--- src/hw/rtl/stepgen_pkg.sv ---
package stepgen_pkg;

  // Field widths
  localparam int unsigned NumAxes     = 5;
  localparam int unsigned StepWidth   = 31;
  localparam int unsigned DirWidth    = 5;
  localparam int unsigned PeriodWidth = 32;

  // Error accumulator width, legal range 8 to 32
  localparam int unsigned CountWidth = 32;
  // Width wide enough to compare an accumulator against the total
  localparam int unsigned CmpWidth = (CountWidth > StepWidth) ? CountWidth : StepWidth;

  // The C axis direction pin is driven inverted
  localparam int unsigned AxisC = 4;
  localparam logic [DirWidth-1:0] CDirInvert = DirWidth'(1 << AxisC);

  // Command queue between front and back
  localparam int unsigned QueueDepth    = 2;
  localparam int unsigned QueuePtrWidth = (QueueDepth > 1) ? $clog2(QueueDepth) : 1;
  localparam int unsigned QueueCntWidth = $clog2(QueueDepth + 1);

  typedef enum logic {
    OP_LOAD = 1'b0,
    OP_TICK = 1'b1
  } op_e;

  // One classified command as it travels through the queue
  typedef struct packed {
    op_e                                 op;
    logic [NumAxes-1:0][StepWidth-1:0]   steps;
    logic [StepWidth-1:0]                total;
    logic [CountWidth-1:0]               acc_init;
    logic [DirWidth-1:0]                 dirs;
    logic [PeriodWidth-1:0]              period;
  } cmd_t;

endpackage

--- src/hw/rtl/stepgen_front.sv ---
module stepgen_front (
  input  logic                                         clk_i,
  input  logic                                         rst_ni,
  input  logic                                         in_valid_i,
  output logic                                         in_stall_o,
  input  logic                                         operation_i,
  input  logic [stepgen_pkg::NumAxes-1:0][stepgen_pkg::StepWidth-1:0] steps_i,
  input  logic [stepgen_pkg::StepWidth-1:0]            total_steps_i,
  input  logic [stepgen_pkg::DirWidth-1:0]             directions_i,
  input  logic [stepgen_pkg::PeriodWidth-1:0]          period_in_i,
  output logic                                         push_o,
  output stepgen_pkg::cmd_t                            cmd_o,
  input  logic                                         queue_full_i
);

  logic              front_valid_q, front_valid_d;
  stepgen_pkg::cmd_t front_cmd_q, cmd_d;
  logic              take;

  // Transfer into the front stage whenever it is empty or draining
  assign in_stall_o = front_valid_q && queue_full_i;
  assign take       = in_valid_i && !in_stall_o;
  assign push_o     = front_valid_q && !queue_full_i;
  assign cmd_o      = front_cmd_q;

  // Classify the item and precompute the initial error term
  always_comb begin
    cmd_d.op       = operation_i ? stepgen_pkg::OP_TICK : stepgen_pkg::OP_LOAD;
    cmd_d.steps    = steps_i;
    cmd_d.total    = total_steps_i;
    cmd_d.acc_init = stepgen_pkg::CountWidth'(total_steps_i >> 1);
    cmd_d.dirs     = directions_i;
    cmd_d.period   = period_in_i;
  end

  always_comb begin
    front_valid_d = front_valid_q;
    if (take) begin
      front_valid_d = 1'b1;
    end else if (push_o) begin
      front_valid_d = 1'b0;
    end
  end

  always_ff @(posedge clk_i or negedge rst_ni) begin
    if (!rst_ni) begin
      front_valid_q <= 1'b0;
    end else begin
      front_valid_q <= front_valid_d;
    end
  end

  always_ff @(posedge clk_i) begin
    if (take) begin
      front_cmd_q <= cmd_d;
    end
  end

endmodule

--- src/hw/rtl/stepgen_fifo.sv ---
module stepgen_fifo (
  input  logic              clk_i,
  input  logic              rst_ni,
  input  logic              push_i,
  input  stepgen_pkg::cmd_t cmd_i,
  output logic              full_o,
  output logic              valid_o,
  output stepgen_pkg::cmd_t cmd_o,
  input  logic              pop_i
);

  stepgen_pkg::cmd_t                         mem_q [stepgen_pkg::QueueDepth];
  logic [stepgen_pkg::QueuePtrWidth-1:0]     wr_ptr_q, wr_ptr_d, rd_ptr_q, rd_ptr_d;
  logic [stepgen_pkg::QueueCntWidth-1:0]     count_q, count_d;
  logic                                      do_push, do_pop;

  assign full_o  = (count_q == stepgen_pkg::QueueCntWidth'(stepgen_pkg::QueueDepth));
  assign valid_o = (count_q != '0);
  assign cmd_o   = mem_q[rd_ptr_q];
  assign do_push = push_i && !full_o;
  assign do_pop  = pop_i && valid_o;

  // Pointer wrap and occupancy
  always_comb begin
    wr_ptr_d = wr_ptr_q;
    rd_ptr_d = rd_ptr_q;
    count_d  = count_q;
    if (do_push) begin
      wr_ptr_d = (wr_ptr_q == stepgen_pkg::QueuePtrWidth'(stepgen_pkg::QueueDepth - 1))
               ? '0 : wr_ptr_q + stepgen_pkg::QueuePtrWidth'(1);
    end
    if (do_pop) begin
      rd_ptr_d = (rd_ptr_q == stepgen_pkg::QueuePtrWidth'(stepgen_pkg::QueueDepth - 1))
               ? '0 : rd_ptr_q + stepgen_pkg::QueuePtrWidth'(1);
    end
    if (do_push && !do_pop) begin
      count_d = count_q + stepgen_pkg::QueueCntWidth'(1);
    end else if (do_pop && !do_push) begin
      count_d = count_q - stepgen_pkg::QueueCntWidth'(1);
    end
  end

  always_ff @(posedge clk_i or negedge rst_ni) begin
    if (!rst_ni) begin
      wr_ptr_q <= '0;
      rd_ptr_q <= '0;
      count_q  <= '0;
    end else begin
      wr_ptr_q <= wr_ptr_d;
      rd_ptr_q <= rd_ptr_d;
      count_q  <= count_d;
    end
  end

  always_ff @(posedge clk_i) begin
    if (do_push) begin
      mem_q[wr_ptr_q] <= cmd_i;
    end
  end

  // Occupancy never passes the depth
  assert property (@(posedge clk_i) disable iff (!rst_ni)
    count_q <= stepgen_pkg::QueueCntWidth'(stepgen_pkg::QueueDepth))
    else $error("queue count above depth");

endmodule

--- src/hw/rtl/stepgen_back.sv ---
module stepgen_back (
  input  logic                                 clk_i,
  input  logic                                 rst_ni,
  input  logic                                 cmd_valid_i,
  input  stepgen_pkg::cmd_t                    cmd_i,
  output logic                                 cmd_pop_o,
  output logic                                 out_valid_o,
  input  logic                                 out_stall_i,
  output logic [stepgen_pkg::NumAxes-1:0]      step_pulses_o,
  output logic [stepgen_pkg::DirWidth-1:0]     dir_levels_o,
  output logic [stepgen_pkg::PeriodWidth-1:0]  tick_period_o,
  output logic                                 idle_o,
  output logic                                 block_done_o
);

  // Motion block state
  logic                                   active_q, active_d;
  logic [stepgen_pkg::CountWidth-1:0]     acc_q [stepgen_pkg::NumAxes];
  logic [stepgen_pkg::StepWidth-1:0]      steps_q [stepgen_pkg::NumAxes];
  logic [stepgen_pkg::StepWidth-1:0]      total_q;
  logic [stepgen_pkg::StepWidth-1:0]      events_q;
  logic [stepgen_pkg::DirWidth-1:0]       dir_q;
  logic [stepgen_pkg::PeriodWidth-1:0]    period_q;

  // Result register
  logic                                   out_valid_q, out_valid_d;
  logic [stepgen_pkg::NumAxes-1:0]        out_pulses_q;
  logic [stepgen_pkg::DirWidth-1:0]       out_dir_q;
  logic [stepgen_pkg::PeriodWidth-1:0]    out_period_q;
  logic                                   out_idle_q;
  logic                                   out_done_q;

  logic [stepgen_pkg::CmpWidth-1:0]       sum_w [stepgen_pkg::NumAxes];
  logic [stepgen_pkg::CountWidth-1:0]     acc_add [stepgen_pkg::NumAxes];
  logic [stepgen_pkg::CountWidth-1:0]     acc_next [stepgen_pkg::NumAxes];
  logic [stepgen_pkg::NumAxes-1:0]        pulse_vec;
  logic [stepgen_pkg::StepWidth-1:0]      events_next;
  logic                                   done_w;
  logic                                   is_load, is_tick, do_load, do_tick;

  // Loads never produce a result, so they drain even when the output is held
  assign cmd_pop_o = cmd_valid_i && (cmd_i.op == stepgen_pkg::OP_LOAD
                                     || !out_valid_q || !out_stall_i);
  assign is_load   = cmd_pop_o && (cmd_i.op == stepgen_pkg::OP_LOAD);
  assign is_tick   = cmd_pop_o && (cmd_i.op == stepgen_pkg::OP_TICK);
  assign do_load   = is_load && !active_q;
  assign do_tick   = is_tick && active_q;

  // Per-axis add, compare against total, subtract
  always_comb begin
    for (int i = 0; i < stepgen_pkg::NumAxes; i++) begin
      sum_w[i]     = stepgen_pkg::CmpWidth'(acc_q[i]) + stepgen_pkg::CmpWidth'(steps_q[i]);
      acc_add[i]   = stepgen_pkg::CountWidth'(sum_w[i]);
      pulse_vec[i] = stepgen_pkg::CmpWidth'(acc_add[i]) > stepgen_pkg::CmpWidth'(total_q);
      acc_next[i]  = pulse_vec[i] ? acc_add[i] - stepgen_pkg::CountWidth'(total_q)
                                  : acc_add[i];
    end
  end

  // Completed-event count and block end
  assign events_next = events_q + stepgen_pkg::StepWidth'(1);
  assign done_w      = (events_next >= total_q);

  always_comb begin
    active_d = active_q;
    if (do_load) begin
      active_d = 1'b1;
    end else if (do_tick && done_w) begin
      active_d = 1'b0;
    end
  end

  always_comb begin
    out_valid_d = out_valid_q;
    if (is_tick) begin
      out_valid_d = 1'b1;
    end else if (!out_stall_i) begin
      out_valid_d = 1'b0;
    end
  end

  always_ff @(posedge clk_i or negedge rst_ni) begin
    if (!rst_ni) begin
      active_q    <= 1'b0;
      out_valid_q <= 1'b0;
    end else begin
      active_q    <= active_d;
      out_valid_q <= out_valid_d;
    end
  end

  // Block state update
  always_ff @(posedge clk_i) begin
    if (do_load) begin
      for (int i = 0; i < stepgen_pkg::NumAxes; i++) begin
        acc_q[i]   <= cmd_i.acc_init;
        steps_q[i] <= cmd_i.steps[i];
      end
      total_q  <= cmd_i.total;
      events_q <= '0;
      dir_q    <= cmd_i.dirs;
      period_q <= cmd_i.period;
    end else if (do_tick) begin
      for (int i = 0; i < stepgen_pkg::NumAxes; i++) begin
        acc_q[i] <= acc_next[i];
      end
      events_q <= events_next;
    end
  end

  // Result capture; a tick with no block reports idle with zero fields
  always_ff @(posedge clk_i) begin
    if (is_tick) begin
      out_pulses_q <= active_q ? pulse_vec : '0;
      out_dir_q    <= active_q ? (dir_q ^ stepgen_pkg::CDirInvert) : '0;
      out_period_q <= active_q ? period_q : '0;
      out_idle_q   <= !active_q;
      out_done_q   <= active_q && done_w;
    end
  end

  assign out_valid_o   = out_valid_q;
  assign step_pulses_o = out_pulses_q;
  assign dir_levels_o  = out_dir_q;
  assign tick_period_o = out_period_q;
  assign idle_o        = out_idle_q;
  assign block_done_o  = out_done_q;

  // A load taken while no block runs starts one
  assert property (@(posedge clk_i) disable iff (!rst_ni)
    do_load |=> active_q)
    else $error("load did not start a block");

  // The tick that finishes a block leaves the block inactive and reports done
  assert property (@(posedge clk_i) disable iff (!rst_ni)
    (do_tick && done_w) |=> (!active_q && out_valid_q && out_done_q))
    else $error("block end not reflected");

  // An idle report carries no pulses and no done flag
  assert property (@(posedge clk_i) disable iff (!rst_ni)
    (out_valid_q && out_idle_q) |-> (out_pulses_q == '0 && !out_done_q))
    else $error("idle result with activity");

endmodule

--- src/hw/rtl/five_axis_bresenham_step_generator.sv ---
// Five-axis step generator (X, Y, Z, A, C) using Bresenham error accumulation. A load
// item (operation 0) stores a motion block if none is running and is silently dropped
// otherwise; it never produces a result. Each tick item (operation 1) produces exactly
// one result: the step pulses for that tick, the direction pin levels (C inverted), the
// block's tick period, and block_done on the tick that finishes the block, or idle = 1
// with all other fields zero when no block is loaded. The block sustains one item per
// clock in both directions while out_stall_i is low; a result passes the input register,
// the two-entry command queue and the output register on its way out. The per-tick
// cost is five parallel add, compare and subtract updates in the execute stage, which
// sets the clock limit. Loads drain from the queue even while a result is stalled at
// the output.
module five_axis_bresenham_step_generator (
  input  logic                                  clk_i,
  input  logic                                  rst_ni,
  input  logic                                  in_valid_i,
  output logic                                  in_stall_o,
  input  logic                                  operation_i,
  input  logic [stepgen_pkg::StepWidth-1:0]     steps_x_i,
  input  logic [stepgen_pkg::StepWidth-1:0]     steps_y_i,
  input  logic [stepgen_pkg::StepWidth-1:0]     steps_z_i,
  input  logic [stepgen_pkg::StepWidth-1:0]     steps_a_i,
  input  logic [stepgen_pkg::StepWidth-1:0]     steps_c_i,
  input  logic [stepgen_pkg::StepWidth-1:0]     total_steps_i,
  input  logic [stepgen_pkg::DirWidth-1:0]      directions_i,
  input  logic [stepgen_pkg::PeriodWidth-1:0]   period_in_i,
  output logic                                  out_valid_o,
  input  logic                                  out_stall_i,
  output logic [stepgen_pkg::NumAxes-1:0]       step_pulses_o,
  output logic [stepgen_pkg::DirWidth-1:0]      dir_levels_o,
  output logic [stepgen_pkg::PeriodWidth-1:0]   tick_period_o,
  output logic                                  idle_o,
  output logic                                  block_done_o
);

  logic [stepgen_pkg::NumAxes-1:0][stepgen_pkg::StepWidth-1:0] steps_w;
  logic              push_w, full_w, q_valid_w, pop_w;
  stepgen_pkg::cmd_t front_cmd_w, q_cmd_w;

  assign steps_w = {steps_c_i, steps_a_i, steps_z_i, steps_y_i, steps_x_i};

  // Front: input stage and classification
  stepgen_front u_front (
    .clk_i         (clk_i),
    .rst_ni        (rst_ni),
    .in_valid_i    (in_valid_i),
    .in_stall_o    (in_stall_o),
    .operation_i   (operation_i),
    .steps_i       (steps_w),
    .total_steps_i (total_steps_i),
    .directions_i  (directions_i),
    .period_in_i   (period_in_i),
    .push_o        (push_w),
    .cmd_o         (front_cmd_w),
    .queue_full_i  (full_w)
  );

  // Command queue
  stepgen_fifo u_fifo (
    .clk_i   (clk_i),
    .rst_ni  (rst_ni),
    .push_i  (push_w),
    .cmd_i   (front_cmd_w),
    .full_o  (full_w),
    .valid_o (q_valid_w),
    .cmd_o   (q_cmd_w),
    .pop_i   (pop_w)
  );

  // Back: block state, step computation and result register
  stepgen_back u_back (
    .clk_i         (clk_i),
    .rst_ni        (rst_ni),
    .cmd_valid_i   (q_valid_w),
    .cmd_i         (q_cmd_w),
    .cmd_pop_o     (pop_w),
    .out_valid_o   (out_valid_o),
    .out_stall_i   (out_stall_i),
    .step_pulses_o (step_pulses_o),
    .dir_levels_o  (dir_levels_o),
    .tick_period_o (tick_period_o),
    .idle_o        (idle_o),
    .block_done_o  (block_done_o)
  );

endmodule
--- config.mk ---
export PLATFORM = sky130hd
export DESIGN_NAME = five_axis_bresenham_step_generator
export DESIGN_NICKNAME = d
export VERILOG_FILES = /design/src/hw/rtl/stepgen_pkg.sv /design/src/hw/rtl/stepgen_front.sv /design/src/hw/rtl/stepgen_fifo.sv /design/src/hw/rtl/stepgen_back.sv /design/src/hw/rtl/five_axis_bresenham_step_generator.sv
export SDC_FILE = /design/constraint.sdc
export NUM_CORES = 2
export LEC_CHECK = 0
export BUFFER_PORTS_ARGS = -buffer_cell sky130_fd_sc_hd__buf_4
export CAP_MARGIN = 20
export CORE_MARGIN = 2
export CORE_UTILIZATION = 39
export CTS_BUF_LIST = sky130_fd_sc_hd__clkbuf_4 sky130_fd_sc_hd__clkbuf_8
export CTS_CLUSTER_DIAMETER = 80
export CTS_CLUSTER_SIZE = 40
export DETAILED_ROUTE_END_ITERATION = 10
export GPL_ROUTABILITY_DRIVEN = 1
export PLACE_DENSITY = 0.57
export SYNTH_ARGS = -nofsm -noshare
export SYNTH_HDL_FRONTEND = slang
export SYNTH_SLANG_ARGS = --single-unit
--- constraint.sdc ---
create_clock -name clk_i -period 34.3 [get_ports clk_i]
set_input_delay 1.715 -clock clk_i [delete_from_list [all_inputs] [get_ports clk_i]]
set_output_delay 1.715 -clock clk_i [all_outputs]
set_load 0.01 [all_outputs]
==> results.json <==
{
  "h-tree-depth": 3,
  "yosys_warnings": 0,
  "path_max_fanout": 18,
  "yosysUniqueCellTypes": 95,
  "cts_root_buf": "clkbuf_8",
  "drv_slew": 0,
  "num_vias": 36300,
  "insertion_delay_ps": 920,
  "critPathTopFamily": "compound AO/OA/AOI/OAI gates",
  "core_area_sq_um": 144000,
  "hold_class": "flip-flop to flip-flop",
  "async_flop_share": 0.00616,
  "drt_iter0_drc": 2599,
  "die-area_sq_um": 149000,
  "critical_path.slowest_cell": "a311o_1",
  "cp.required_ps": 35000,
  "nets": 5228,
  "grt_remaining_overflow": 0,
  "worstPathCellList": "ha_1 > fa_1 > a211oi_1 > o21ai_0 > a211oi_1 > o21bai_1 > a21oi_1 > o21bai_1 > a21oi_1 > xnor2_1 > ha_1 > inv_1 > nor2_1 > and3_1 > inv_1 > o31ai_1 > a21bo_2 > a311o_1 > buf_4 > nor2_1 > a221oi_1",
  "tritoncts": "built",
  "grt_pass1_vias": 35400,
  "dpl.hpwl_microns": 103000,
  "fin_tns_setup_ps": 0,
  "startpoint_type": "flip-flop",
  "setup_viol": 0,
  "gp_congestion": 0.904,
  "maxCapViolCount": 0,
  "clockBufferDepth": 3,
  "synth_seq_cells": 1137,
  "ctsHoldBuffers": 0,
  "post_drt_wl_per_cell_microns": 23.0,
  "num_rows": 139,
  "cts.repair.resized": 0,
  "drive_gt1_frac": 0.160,
  "postLayoutCellArea_sq_um": 63300,
  "drc": 0,
  "grt_pass1_wl_microns": 223000,
  "pre_cts_ws_ps": 28060,
  "clock_sinks": 1137,
  "synth.avg_cell_area_sq_um": 13.0,
  "cts.clk_slew.worst_paths_ps": 170,
  "post_cts_buffers": 0,
  "skew_ps": 124,
  "grtUsageTotal": 0.201,
  "critPathMaxStageDelay_ps": 690,
  "slew_headroom": 0.172,
  "place_area_sq_um": 61100,
  "worstMarginPinSlew_ps": 1240,
  "die_x_microns": 385,
  "rsz0062_at_grt": "false",
  "critical_path_arrival_ps": 7040,
  "viasPerCell": 5.48,
  "status": "complete, no violations",
  "synth_nets": 4942,
  "n_fill_cell": 13200,
  "cp-end-kind": "flip-flop",
  "drt-total-wl_microns": 152000,
  "worstPathBufferInverterCount": 3,
  "synth-edff-count": 1099,
  "die_h_microns": 385,
  "period_minus_slack_ps": 6330,
  "area_growth_pct": 11.6,
  "port_buffers": 273,
  "fmax_ghz": 0.158,
  "fin_ws_ps": 27970,
  "syn_area_sq_um": 56800,
  "worst-setup-path-type": "flip-flop to flip-flop",
  "pin_count": 274,
  "grt_start_max_net_pins": 98,
  "final_antenna_net_count": 0,
  "seq_area_frac_synth": 0.596,
  "start_util": 0.394,
  "hold_viol": 0,
  "synthCells": 4361,
  "fin_crit_sh": 0.185,
  "antenna_found_initial": 17,
  "ys.flop_type": "edfxtp_1",
  "whs_ps": 399,
  "numCtsBuffers": 74,
  "dr.pass1.iters": 5
}
worst paths after layout:
path,start,to,slack [ps],cells after the start
min in group asynchronous,rst_ni,u_back.out_valid_o,630,1
hold reg to reg,u_front.cmd_o[207],u_fifo.mem_q[1][205],400,0
hold / removal,u_front.cmd_o[207],u_fifo.mem_q[1][205],400,0
setup reg to reg,u_back.steps_q[0][62],u_back.acc_q[2][19],27970,21
max in group asynchronous,rst_ni,u_fifo.rd_ptr_q,33530,1
setup / recovery,u_back.steps_q[0][62],u_back.acc_q[2][19],27970,21
synthesized netlist by cell type (11+ instances only):
master | count | area, sq um
xnor2_1 | 198 | 1730
o21bai_1 | 42 | 315
nand2_1 | 283 | 1060
and2_1 | 65 | 407
nor2b_1 | 21 | 131
o211ai_1 | 23 | 173
o21ai_0 | 160 | 801
and3_1 | 44 | 275
xor2_1 | 95 | 832
a211o_1 | 16 | 140
ha_1 | 343 | 4290
nand4_1 | 41 | 257
inv_1 | 126 | 473
nand3_1 | 106 | 531
o31ai_1 | 19 | 143
mux2i_1 | 52 | 521
a21oi_1 | 338 | 1690
nor2_1 | 223 | 837
mux2_2 | 227 | 2560
a21o_1 | 122 | 916
a31oi_1 | 70 | 438
nor3_1 | 105 | 526
nand2b_1 | 30 | 188
clkbuf_1 | 78 | 293
a311oi_1 | 30 | 263
a211oi_1 | 37 | 278
o21a_1 | 51 | 383
or2_2 | 11 | 68.8
dfxtp_1 | 31 | 621
edfxtp_1 | 1099 | 33000
and4_1 | 16 | 140
or3_1 | 17 | 106
final cells by class:
type                            count  area, sq um  share of cell area
Tap cell                         1903         2380              0.0376
Sequential cell                  1137        33800               0.534
Antenna cell                        4         10.0            0.000158
Clock inverter                     56         1090              0.0173
Timing Repair Buffer              320         2450              0.0386
Clock buffer                       78         1070              0.0169
Inverter                          127          489             0.00773
Multi-Input combinational cell   2987        22000               0.348
cell usage in the layout, fill, tap and decap left out, drive strengths merged, types with 44 or more instances in the layout:
| master | n |
|---|---|
| mux2 | 228 |
| mux2i | 52 |
| a31oi | 71 |
| nor3 | 106 |
| edfxtp | 1099 |
| inv | 154 |
| o21a | 51 |
| a21o | 122 |
| nor2 | 223 |
| a21oi | 342 |
| nand2 | 283 |
| and3 | 44 |
| o21ai | 167 |
| xor2 | 95 |
| xnor2 | 199 |
| ha | 343 |
| buf | 320 |
| clkbuf | 78 |
| and2 | 65 |
| nand3 | 106 |
flip-flops by register name, summed over array words and instances (netlist names), 2 cells and up:
signal and flops:
u_back.step_pulses_o 5, u_back.steps_q 155, u_front.cmd_o 224, u_back.dir_levels_o 5, u_back.tick_period_o 32, u_back.period_q 32
u_back.events_q 31, u_back.dir_q 5, u_fifo.count_q 2, u_back.acc_q 160, u_fifo.mem_q 448, u_back.total_q 31
logic make-up after synthesis:
| kind of cell | Yosys count | synth area share |
|---|---|---|
| DFF | 1137 | 0.596 |
| and+or+nand+nor | 1002 | 0.0857 |
| adders and majority gates | 353 | 0.0791 |
| buffers and inverters | 237 | 0.0176 |
| xor gates and xnor gates | 294 | 0.0455 |
| muxes | 280 | 0.0545 |
| AOI/OAI and AO/OA | 1058 | 0.122 |
metal layers:
layer,vias to the layer above,track usage,wire length (microns)
met5,-,0,151
met4,24,0.0741,5950
li1,17300,-,-
met2,1023,0.322,69800
met3,248,0.0466,10400
met1,17700,0.265,65600
through the flow:
| stage | util | std cells |
|---|---|---|
| 6_report | 0.440 | 6612 |
| 5_1_grt | 0.440 | 6612 |
| 4_1_cts | 0.439 | 6605 |
| 3_5_place_dp | 0.424 | 6471 |
| 3_3_place_gp | 0.424 | 6470 |
| 2_1_floorplan | - | 4361 |
worst register-to-register path, delay by kind of cell (launching register included):
family                     cells  cell delay [ps]
DFF                            1              390
AOI/OAI and AO/OA             11             3540
xor gates and xnor gates       1              140
buffers and inverters          3              550
and+or+nand+nor                3              560
adders and majority gates      3             1020
Power is left out: the tool's default activity adds up to more than one toggle a clock period on the data nets, which glitch-free logic cannot reach.
